[config.mk]
export PLATFORM = sky130hd
export DESIGN_NAME = sorted_key_table
export DESIGN_NICKNAME = d
export VERILOG_FILES = /design/src/rtl/core/skt_pkg.sv /design/src/rtl/core/skt_cell.sv /design/src/rtl/core/skt_chain.sv /design/src/rtl/core/sorted_key_table.sv
export SDC_FILE = /design/constraint.sdc
export NUM_CORES = 2
export LEC_CHECK = 0
export ABC_AREA = 1
export BUFFER_PORTS_ARGS = -buffer_cell sky130_fd_sc_hd__buf_4
export CORE_MARGIN = 4
export CORE_UTILIZATION = 35
export CTS_BUF_LIST = sky130_fd_sc_hd__clkbuf_2
export CTS_CLUSTER_DIAMETER = 40
export DETAILED_ROUTE_END_ITERATION = 8
export PLACE_DENSITY = 0.59
export SLEW_MARGIN = 20
export SYNTH_ARGS = -nofsm -noshare
export SYNTH_HDL_FRONTEND = slang
export SYNTH_HIERARCHICAL = 1
export SYNTH_SLANG_ARGS = --single-unit
export TNS_END_PERCENT = 50
[constraint.sdc]
create_clock -name clk -period 11.05 [get_ports clk]
set_input_delay 2.21 -clock clk [delete_from_list [all_inputs] [get_ports clk]]
set_output_delay 2.21 -clock clk [all_outputs]
set_load 0.005 [all_outputs]
[src/rtl/core/skt_pkg.sv]
// Shared types and constants of the sorted key table.
package skt_pkg;

  localparam int DEPTH        = 16;
  localparam int KEY_BITS     = 31;
  localparam int PAYLOAD_BITS = 16;
  localparam int IDX_BITS     = $clog2(DEPTH);
  localparam int TDATA_BITS   = ((KEY_BITS + PAYLOAD_BITS + 7) / 8) * 8;

  typedef logic [KEY_BITS-1:0]     key_t;
  typedef logic [PAYLOAD_BITS-1:0] payload_t;
  typedef logic [IDX_BITS-1:0]     idx_t;

  // command kinds on the input tuser
  typedef enum logic [1:0] {
    KIND_INSERT = 2'd0,
    KIND_FIND   = 2'd1,
    KIND_DELETE = 2'd2,
    KIND_DUMP   = 2'd3
  } kind_t;

  // result status on the output tuser
  typedef enum logic [1:0] {
    STATUS_OK        = 2'd0,
    STATUS_NOT_FOUND = 2'd1,
    STATUS_FULL      = 2'd2,
    STATUS_EMPTY     = 2'd3
  } status_t;

  // operation broadcast to every cell of the row
  typedef enum logic [1:0] {
    CELL_HOLD   = 2'd0,
    CELL_INSERT = 2'd1,
    CELL_REMOVE = 2'd2
  } cell_op_t;

  typedef enum logic {
    ST_IDLE = 1'b0,
    ST_EXEC = 1'b1
  } state_t;

  // contents of one cell
  typedef struct packed {
    logic     valid;
    key_t     key;
    payload_t payload;
  } cell_data_t;

  // per-cell flags handed along the row
  typedef struct packed {
    logic ge;      // valid and key >= command key
    logic prefix;  // some cell at or before this one matches
  } cell_flags_t;

endpackage

[src/rtl/core/skt_cell.sv]
// One record cell: holds a key and payload, shifts right on insert, left on remove.
module skt_cell (
  input  logic                clk,
  input  logic                rst_n,
  input  skt_pkg::cell_op_t   op,
  input  skt_pkg::key_t       cmd_key,
  input  skt_pkg::payload_t   cmd_payload,
  input  skt_pkg::cell_data_t left_data,
  input  skt_pkg::cell_flags_t left_flags,
  input  skt_pkg::cell_data_t right_data,
  output skt_pkg::cell_data_t cur_data,
  output skt_pkg::cell_flags_t cur_flags,
  output logic                match
);
  import skt_pkg::*;

  logic     valid_r, valid_nxt;
  key_t     key_r, key_nxt;
  payload_t payload_r, payload_nxt;
  logic     ge;

  assign ge    = valid_r && (key_r >= cmd_key);
  assign match = valid_r && (key_r == cmd_key);

  assign cur_data.valid   = valid_r;
  assign cur_data.key     = key_r;
  assign cur_data.payload = payload_r;
  assign cur_flags.ge     = ge;
  assign cur_flags.prefix = left_flags.prefix | match;

  // next contents from the broadcast op and the neighbors
  always_comb begin
    valid_nxt   = valid_r;
    key_nxt     = key_r;
    payload_nxt = payload_r;
    case (op)
      CELL_INSERT: begin
        if (!ge) begin
          if (left_flags.ge) begin
            // insertion point: first cell past all equal or greater keys
            valid_nxt   = 1'b1;
            key_nxt     = cmd_key;
            payload_nxt = cmd_payload;
          end else begin
            valid_nxt   = left_data.valid;
            key_nxt     = left_data.key;
            payload_nxt = left_data.payload;
          end
        end
      end
      CELL_REMOVE: begin
        // the first match and everything after it move one step left
        if (cur_flags.prefix) begin
          valid_nxt   = right_data.valid;
          key_nxt     = right_data.key;
          payload_nxt = right_data.payload;
        end
      end
      default: ;
    endcase
  end

  always_ff @(posedge clk) begin
    if (!rst_n) begin
      valid_r <= 1'b0;
    end else begin
      valid_r <= valid_nxt;
    end
  end

  always_ff @(posedge clk) begin
    key_r     <= key_nxt;
    payload_r <= payload_nxt;
  end

endmodule

[src/rtl/core/skt_chain.sv]
// Row of record cells wired to their neighbors.
module skt_chain (
  input  logic                                  clk,
  input  logic                                  rst_n,
  input  skt_pkg::cell_op_t                     op,
  input  skt_pkg::key_t                         cmd_key,
  input  skt_pkg::payload_t                     cmd_payload,
  output skt_pkg::cell_data_t [skt_pkg::DEPTH-1:0] cells,
  output logic [skt_pkg::DEPTH-1:0]             match_vec
);
  import skt_pkg::*;

  cell_flags_t [DEPTH-1:0] flags;
  cell_data_t              edge_data;
  cell_flags_t             head_flags;

  // outside the row: empty data; the head sees a "greater" left side
  assign edge_data        = '0;
  assign head_flags.ge     = 1'b1;
  assign head_flags.prefix = 1'b0;

  for (genvar i = 0; i < DEPTH; i++) begin : g_cell
    cell_data_t  l_data, r_data;
    cell_flags_t l_flags;

    if (i == 0) begin : g_head
      assign l_data  = edge_data;
      assign l_flags = head_flags;
    end else begin : g_mid
      assign l_data  = cells[i-1];
      assign l_flags = flags[i-1];
    end

    if (i == DEPTH - 1) begin : g_tail
      assign r_data = edge_data;
    end else begin : g_body
      assign r_data = cells[i+1];
    end

    skt_cell u_cell (
      .clk         (clk),
      .rst_n       (rst_n),
      .op          (op),
      .cmd_key     (cmd_key),
      .cmd_payload (cmd_payload),
      .left_data   (l_data),
      .left_flags  (l_flags),
      .right_data  (r_data),
      .cur_data    (cells[i]),
      .cur_flags   (flags[i]),
      .match       (match_vec[i])
    );
  end

endmodule

[src/rtl/core/sorted_key_table.sv]
// Sorted key table: up to DEPTH records kept in descending key order.
//
// Input channel (in_*): one word per command. tuser carries the kind (insert,
// find, delete, dump), tdata the key and the payload. Output channel (out_*):
// result words with status in tuser, key and payload in tdata, tlast on the
// final result of a command.
// Commands run one at a time; in_tready is high while no command is at work,
// also while the final result still sits in the output register.
// Insert: the row is written after accept, unless full, and one result is given;
//   the cells from the insertion point on shift right together in that write.
// Delete: the first match is removed by a left shift of the row, again while
//   any match remains, then one result is given.
// Find: the scan pointer steps through table positions up to the last match,
//   one result per match. Dump: one result per record.
// Reset empties the table at once (valid bits in each cell).
// When out_tready is low the current result holds in the output register
// and the command waits before its next result; nothing is dropped.
module sorted_key_table (
  input  logic                           clk,
  input  logic                           rst_n,
  input  logic                           in_tvalid,
  output logic                           in_tready,
  input  logic [skt_pkg::TDATA_BITS-1:0] in_tdata,   // key, payload, zero fill
  input  logic [1:0]                     in_tuser,   // kind
  output logic                           out_tvalid,
  input  logic                           out_tready,
  output logic [skt_pkg::TDATA_BITS-1:0] out_tdata,  // key_out, payload_out, zero fill
  output logic [1:0]                     out_tuser,  // status
  output logic                           out_tlast
);
  import skt_pkg::*;

  state_t   state_r, state_nxt;
  kind_t    kind_r, kind_nxt;
  key_t     key_r, key_nxt;
  payload_t payload_r, payload_nxt;
  idx_t     idx_r, idx_nxt;
  logic     hit_r, hit_nxt;

  logic                  out_valid_r, out_valid_nxt;
  logic [TDATA_BITS-1:0] out_data_r, out_data_nxt;
  status_t               out_status_r, out_status_nxt;
  logic                  out_last_r, out_last_nxt;

  cell_op_t                 cell_op;
  cell_data_t [DEPTH-1:0]   cells;
  logic [DEPTH-1:0]         match_vec;
  logic [DEPTH-1:0]         valid_vec;
  logic                     in_acc, out_free, any_match, full, at_end;
  idx_t                     idx_plus;
  cell_data_t               sel_cell;
  logic                     next_match, next_valid;

  skt_chain u_chain (
    .clk         (clk),
    .rst_n       (rst_n),
    .op          (cell_op),
    .cmd_key     (key_r),
    .cmd_payload (payload_r),
    .cells       (cells),
    .match_vec   (match_vec)
  );

  for (genvar i = 0; i < DEPTH; i++) begin : g_valid
    assign valid_vec[i] = cells[i].valid;
  end

  assign in_tready  = (state_r == ST_IDLE);
  assign in_acc     = in_tvalid && in_tready;
  assign out_free   = !out_valid_r || out_tready;
  assign any_match  = |match_vec;
  assign full       = valid_vec[DEPTH-1];
  assign at_end     = (idx_r == IDX_BITS'(DEPTH - 1));
  assign idx_plus   = idx_r + 1'b1;
  assign sel_cell   = cells[idx_r];
  assign next_match = at_end ? 1'b0 : match_vec[idx_plus];
  assign next_valid = at_end ? 1'b0 : valid_vec[idx_plus];

  // command sequencer and result word
  always_comb begin
    state_nxt      = state_r;
    kind_nxt       = kind_r;
    key_nxt        = key_r;
    payload_nxt    = payload_r;
    idx_nxt        = idx_r;
    hit_nxt        = hit_r;
    cell_op        = CELL_HOLD;
    out_valid_nxt  = out_tready ? 1'b0 : out_valid_r;
    out_data_nxt   = out_data_r;
    out_status_nxt = out_status_r;
    out_last_nxt   = out_last_r;

    case (state_r)
      ST_IDLE: begin
        if (in_acc) begin
          kind_nxt    = kind_t'(in_tuser);
          key_nxt     = in_tdata[KEY_BITS-1:0];
          payload_nxt = in_tdata[KEY_BITS +: PAYLOAD_BITS];
          idx_nxt     = '0;
          hit_nxt     = 1'b0;
          state_nxt   = ST_EXEC;
        end
      end
      ST_EXEC: begin
        case (kind_r)
          KIND_INSERT: begin
            if (out_free) begin
              out_valid_nxt = 1'b1;
              out_last_nxt  = 1'b1;
              if (full) begin
                out_status_nxt = STATUS_FULL;
                out_data_nxt   = '0;
              end else begin
                cell_op        = CELL_INSERT;
                out_status_nxt = STATUS_OK;
                out_data_nxt   = TDATA_BITS'({payload_r, key_r});
              end
              state_nxt = ST_IDLE;
            end
          end
          KIND_FIND: begin
            if (!any_match) begin
              if (out_free) begin
                out_valid_nxt  = 1'b1;
                out_last_nxt   = 1'b1;
                out_status_nxt = STATUS_NOT_FOUND;
                out_data_nxt   = '0;
                state_nxt      = ST_IDLE;
              end
            end else if (!match_vec[idx_r]) begin
              idx_nxt = idx_plus;
            end else if (out_free) begin
              // matches sit side by side, so the run ends at a non-match
              out_valid_nxt  = 1'b1;
              out_last_nxt   = !next_match;
              out_status_nxt = STATUS_OK;
              out_data_nxt   = TDATA_BITS'({sel_cell.payload, sel_cell.key});
              idx_nxt        = idx_plus;
              if (!next_match) begin
                state_nxt = ST_IDLE;
              end
            end
          end
          KIND_DELETE: begin
            if (any_match) begin
              cell_op = CELL_REMOVE;
              hit_nxt = 1'b1;
            end else if (out_free) begin
              out_valid_nxt  = 1'b1;
              out_last_nxt   = 1'b1;
              out_status_nxt = hit_r ? STATUS_OK : STATUS_NOT_FOUND;
              out_data_nxt   = '0;
              state_nxt      = ST_IDLE;
            end
          end
          KIND_DUMP: begin
            if (out_free) begin
              out_valid_nxt = 1'b1;
              if (!valid_vec[0]) begin
                out_last_nxt   = 1'b1;
                out_status_nxt = STATUS_EMPTY;
                out_data_nxt   = '0;
                state_nxt      = ST_IDLE;
              end else begin
                out_last_nxt   = !next_valid;
                out_status_nxt = STATUS_OK;
                out_data_nxt   = TDATA_BITS'({sel_cell.payload, sel_cell.key});
                idx_nxt        = idx_plus;
                if (!next_valid) begin
                  state_nxt = ST_IDLE;
                end
              end
            end
          end
          default: ;
        endcase
      end
      default: state_nxt = ST_IDLE;
    endcase
  end

  // control registers
  always_ff @(posedge clk) begin
    if (!rst_n) begin
      state_r     <= ST_IDLE;
      out_valid_r <= 1'b0;
    end else begin
      state_r     <= state_nxt;
      out_valid_r <= out_valid_nxt;
    end
  end

  // command and result payload registers
  always_ff @(posedge clk) begin
    kind_r       <= kind_nxt;
    key_r        <= key_nxt;
    payload_r    <= payload_nxt;
    idx_r        <= idx_nxt;
    hit_r        <= hit_nxt;
    out_data_r   <= out_data_nxt;
    out_status_r <= out_status_nxt;
    out_last_r   <= out_last_nxt;
  end

  assign out_tvalid = out_valid_r;
  assign out_tdata  = out_data_r;
  assign out_tuser  = out_status_r;
  assign out_tlast  = out_last_r;

  // valid records always form a run from the head of the row
  a_valid_prefix: assert property (@(posedge clk) disable iff (!rst_n)
    (valid_vec & (valid_vec + 1'b1)) == '0)
    else $error("valid cells not contiguous from the head");

  // the row changes only while a command is at work
  a_op_in_exec: assert property (@(posedge clk) disable iff (!rst_n)
    (cell_op != CELL_HOLD) |-> (state_r == ST_EXEC))
    else $error("cell op outside a command");

  // an insert never pushes a record out of a full row
  a_no_overflow: assert property (@(posedge clk) disable iff (!rst_n)
    (cell_op == CELL_INSERT) |-> !full)
    else $error("insert into full row");

  // a result is loaded only into a free output register
  a_no_overwrite: assert property (@(posedge clk) disable iff (!rst_n)
    (out_valid_r && !out_tready) |=> ($stable(out_data_r) && $stable(out_last_r)))
    else $error("stalled result overwritten");

endmodule
Yosys cells after proc, flatten, opt, wreduce, memory -nomap -nowiden. Index checks and enable logic that the tools add are counted.

$add $sub $neg: 1. Magnitude comparators: 18. Eq/ne operators: 70. Mux-type cells: 265. Bitwise logic cells: 16. Reductions and logical operators: 63.

Operators by type and width (number): $mux W31 (47); $pmux W31 S2 (16); $mux W16 (47); $pmux W16 S2 (16); $eq A31 B31 Y1 (16); $ge A31 B31 Y1 (16); $mux W48 (7); $bmux W48 S4 (1); $pmux W48 S4 (1); $mux W47 (3); $mux W1 (81); $ne A2 B2 Y1 const B (35); $reduce_and A3 Y1 (17); $pmux W1 S2 (18); $logic_and A1 B1 Y1 (33); $mux W2 (12); $mux W4 (6); $ne A3 B3 Y1 const B (6); $pmux W4 S2 (2); $reduce_or A16 Y1 (1); $or A1 B1 Y1 (15); $bmux W1 S4 (3); $reduce_and A6 Y1 (2); $lt A4 B5 Y1 const B (2); other kinds (21) (30).

Register bits after elaboration: 875. Output and inout bits: 53. Logic and storage cells: 491.

Logic depth before layout (Yosys ltp).
Word-level depth: 19. Depth in mapped cells: 28. Gate-level depth less buffers: 28.

Hierarchy. The synthesis kept the hierarchy.

By module, submodules not included: skt_cell at u_chain.g_cell[0].u_cell ... (times used 15, cells each 440, area each 3452.1 sq um); sorted_key_table (times used 1, cells each 1825, area each 11728.7 sq um); skt_cell at u_chain.g_cell[9].u_cell (times used 1, cells each 449, area each 3514.6 sq um); skt_chain (times used 1, cells each 2, area each 7.5 sq um).

Worst setup path after synthesis. OpenSTA, ideal clock, no wires.

Path type: register to register. Start: register, netlist name key_r[22]. End: register u_chain.g_cell[9].u_cell.key_r[0] (enable). Setup time: 0.405 ns. Arrival time: 7.446 ns. Required time: 10.645 ns. Setup slack: 3.198 ns. Stages on the path, launching flop included: 17. Path buffers: 0. Period minus slack after synthesis: 7.852 ns. Cell sequence: edfxtp_1 inv_1 ha_1 nand2_1 nor2_1 nand4_1 nor3_1 nand4_1 nor2_1 nor2_1 nand3_1 nor2_1 nand2_1 nand2_1 nor2_1 nand3_2 nand2_1.

RTL lines: to (signal assigned) (line skt_cell.sv:72) `key_r <= key_nxt;`; to (decl) (line skt_cell.sv:18) `key_t key_r, key_nxt;`.

==> results.yml <==
power:
  internal_power_w: 0.00503
  netSwitchingPower_w: 0.00246
  p_seq_share_pct: 51.6
  combPwrFrac_pct: 15.0
  p_leak_nw: 30.8
  powerDensity_mw_per_mm2: 104
  power.ir.vdd_worst_uv: 140
  clkPwrFrac_pct: 33.4
  swShare_pct: 32.8
die:
  die_w_um: 446
  core_mm2: 0.190
  ios: 107
  die-area_mm2: 0.199
  die_y_um: 446
  fp-row-count: 160
  start_util_pct: 35.2
finish:
  drive_gt1_share_pct: 9.23
  final_nets: 9414
  area_delta_synth_final_pct: 6.99
yosys:
  yosys_warnings: 6
  syn_avg_cell_area_um2: 7.55
  synthesis.area_mm2: 0.0670
  synthesis.instances: 8874
placement:
  hpwl_um: 157000
  port-buffer-count: 105
  dpl_worst_slack_ns: 3.97
  place.gp.congestion: 0.911
sta:
  fin_ws_ns: 3.87
  fmaxAchievable_mhz: 139
  final.setup.tns_ns: 0
  worstMarginPinSlew_ns: 1.27
  finalMaxSlewViolations: 0
  relSlewSlack_pct: 15.2
  fin_skew_ns: 0.141
  finalCriticalPeriod_ns: 7.18
  setup_viol: 0
  period_share_pct: 65.0
  hold_violations: 0
  rsz0062_at_grt: "false"
clock_network:
  cts_buffers: 279
  tritoncts: "done"
  clk_path_buf_depth: 4
  cts.sinks: 875
  clkTransAtPathRegs_ns: 0.09
  post_cts_buffers: 0
  cts.htree.levels: 5
  cts-resized-gates: 0
  hold_buffers: 0
  cts_root_buffer: "clkbuf_2"
  clk_latency_ns: 1.79
global_routing:
  grt_remaining_overflow: 0
  grt_max_degree: 211
  track_usage_pct: 21.4
  grt_pass1_vias: 58300
  grt_pass1_wl_um: 339000
  antenna_found_initial: 4
setup_path:
  crit_path_start: "key_r[12]"
  reg2reg_from: "key_r[12]"
  crit_path_end_kind: "flop"
  crit_path_start_kind: "flop"
  cp.arrival_ns: 8.51
  worstPathMaxFanout: 47
  cpLargestDelayFamily: "simple AND/OR/NAND/NOR gates"
  crit_path_top_delay_cell: "edfxtp_1"
  slowest_delay_ns: 0.97
  critPathKind: "reg2reg"
  crit_buf_inv: 2
  r2r_end: "u_chain/g_cell[15].u_cell/key_r[7]"
  required_ns: 12.38
  rrSetupSlack_ns: 3.87
  crit_top_cell: "or2_4"
  worst-path-stages: 27
  reg2reg_depth: 27
  crit_path_end: "u_chain/g_cell[15].u_cell/key_r[7]"
route:
  dr.pass1.iters: 9
  wl_um: 220000
  vias: 61700
  wire_per_inst_um: 19.0
  antenna_left: 0
  drt-initial-drc-count: 5788
  via_per_inst: 5.35
  drc: 4
job:
  max_cap_viol_count: 0
min_path:
  min_path_type: "reg2reg"
  worstHoldPathCells: 2
status:
  failed_checks: "design-rule violations"
  outcome: "complete, but fails checks"
==> per-stage QoR <==
| step | hold slack (ns) | instances | total power [W] | util (%) | area (um2) |
|---|---|---|---|---|---|
| final | 0.592 | 11500 | 0.00749 | 37.7 | 71700 |
| after global routing | 0.421 | 11500 | 0.00792 | 37.7 | 71700 |
| after CTS | 0.370 | 11500 | 0.00757 | 37.7 | 71700 |
| after detailed placement | 0.598 | 11100 | 0.00504 | 36.6 | 69500 |
| after global placement | 0.588 | 11100 | 0.00500 | 36.6 | 69500 |
| after floorplan | 0.496 | 8970 | 0.00465 | - | 67400 |
==> registers in the layout, summed over array words and instances, names as in the netlist <==
name                             flops
out_tdata                           48
u_chain/g_cell.u_cell/valid_r       16
idx_r                                4
state_r                              1
kind_r                               2
out_tuser                            2
out_tvalid                           1
hit_r                                1
key_r                               31
u_chain/g_cell.u_cell/key_r        496
payload_r                           16
out_tlast                            1
u_chain/g_cell.u_cell/payload_r    256
==> worst reg2reg max path, cell delays in order (launching register included) <==
cell,delay [ns]
edfxtp_1,0.97
inv_1,0.15
ha_1,0.35
nand2_1,0.08
nor2_1,0.06
nand2_1,0.14
nor2_2,0.09
nand2_2,0.09
nor2_2,0.07
or2_4,0.26
or2_4,0.27
or2_4,0.28
or2_4,0.28
or2_4,0.27
or2_4,0.28
or2_4,0.28
or2_4,0.28
or2_4,0.28
o21bai_4,0.19
or2_4,0.27
or2_4,0.27
or2_4,0.27
or2_4,0.27
or2_4,0.28
or2_4,0.26
nand3_4,0.08
nand2_2,0.06
buf_4,0.35
==> worst min-delay path by stage <==
stage	to	slack, ns	startpoint
after floorplan	state_r	0.50	state_r
after global placement	out_tdata[47]	0.59	out_tdata[47]
after CTS	key_r[10]	0.37	in_tdata[10]
final	u_chain/g_cell[11].u_cell/key_r[13]	0.59	u_chain/g_cell[12].u_cell/key_r[13]
after detailed placement	state_r	0.60	state_r
after global routing	key_r[27]	0.42	in_tdata[27]
==> power groups by stage <==
| stage | sequential (W) | clock [W] | combinational, W |
|---|---|---|---|
| global placement | 0.00394 | 0 | 0.00107 |
| CTS | 0.00387 | 0.00260 | 0.00110 |
| floorplan | 0.00387 | 0 | 0.000785 |
| detailed placement | 0.00394 | 0 | 0.00110 |
| global route | 0.00388 | 0.00278 | 0.00126 |
| finish | 0.00387 | 0.00250 | 0.00112 |
==> cell type report <==
| type | count | area [um2] |
|---|---|---|
| fillers | 19700 | 118000 |
| multi-input cells | 6576 | 35300 |
| flip-flops and latches | 875 | 26100 |
| inverters | 937 | 3530 |
| well taps | 2511 | 3140 |
| clock buffers | 392 | 1960 |
| repair buffers | 190 | 1510 |
| clock inverters | 45 | 199 |
| diodes | 5 | 12.5 |
==> routing by layer <==
layer	share of wire [%]	track usage [%]	vias to the layer above
met5	0.012	0	-
met4	4.5	9.84	4
met3	7.2	3.79	439
met2	45	33.8	2447
met1	44	28.5	28700
li1	-	-	30200
==> cells in the final DEF (no fill, tap or decap), types with 4 or more instances in the layout <==
cell	count
inv_2	41
ha_1	501
conb_1	98
nand3_4	15
o21ai_1	58
diode_2	5
a21oi_1	260
nand2_1	2554
nand2_2	81
edfxtp_1	857
o21ai_0	404
inv_1	895
or2_4	15
buf_12	7
nand3_1	576
nor2_4	32
buf_4	183
o221ai_1	143
nand3_2	16
o211ai_1	514
clkbuf_2	392
o22ai_1	45
clkinv_1	40
nand4_1	4
dfxtp_1	18
a31oi_1	272
nor2_1	916
nand3b_1	16
nor2_2	34
(Power assumes the default switching activity.)
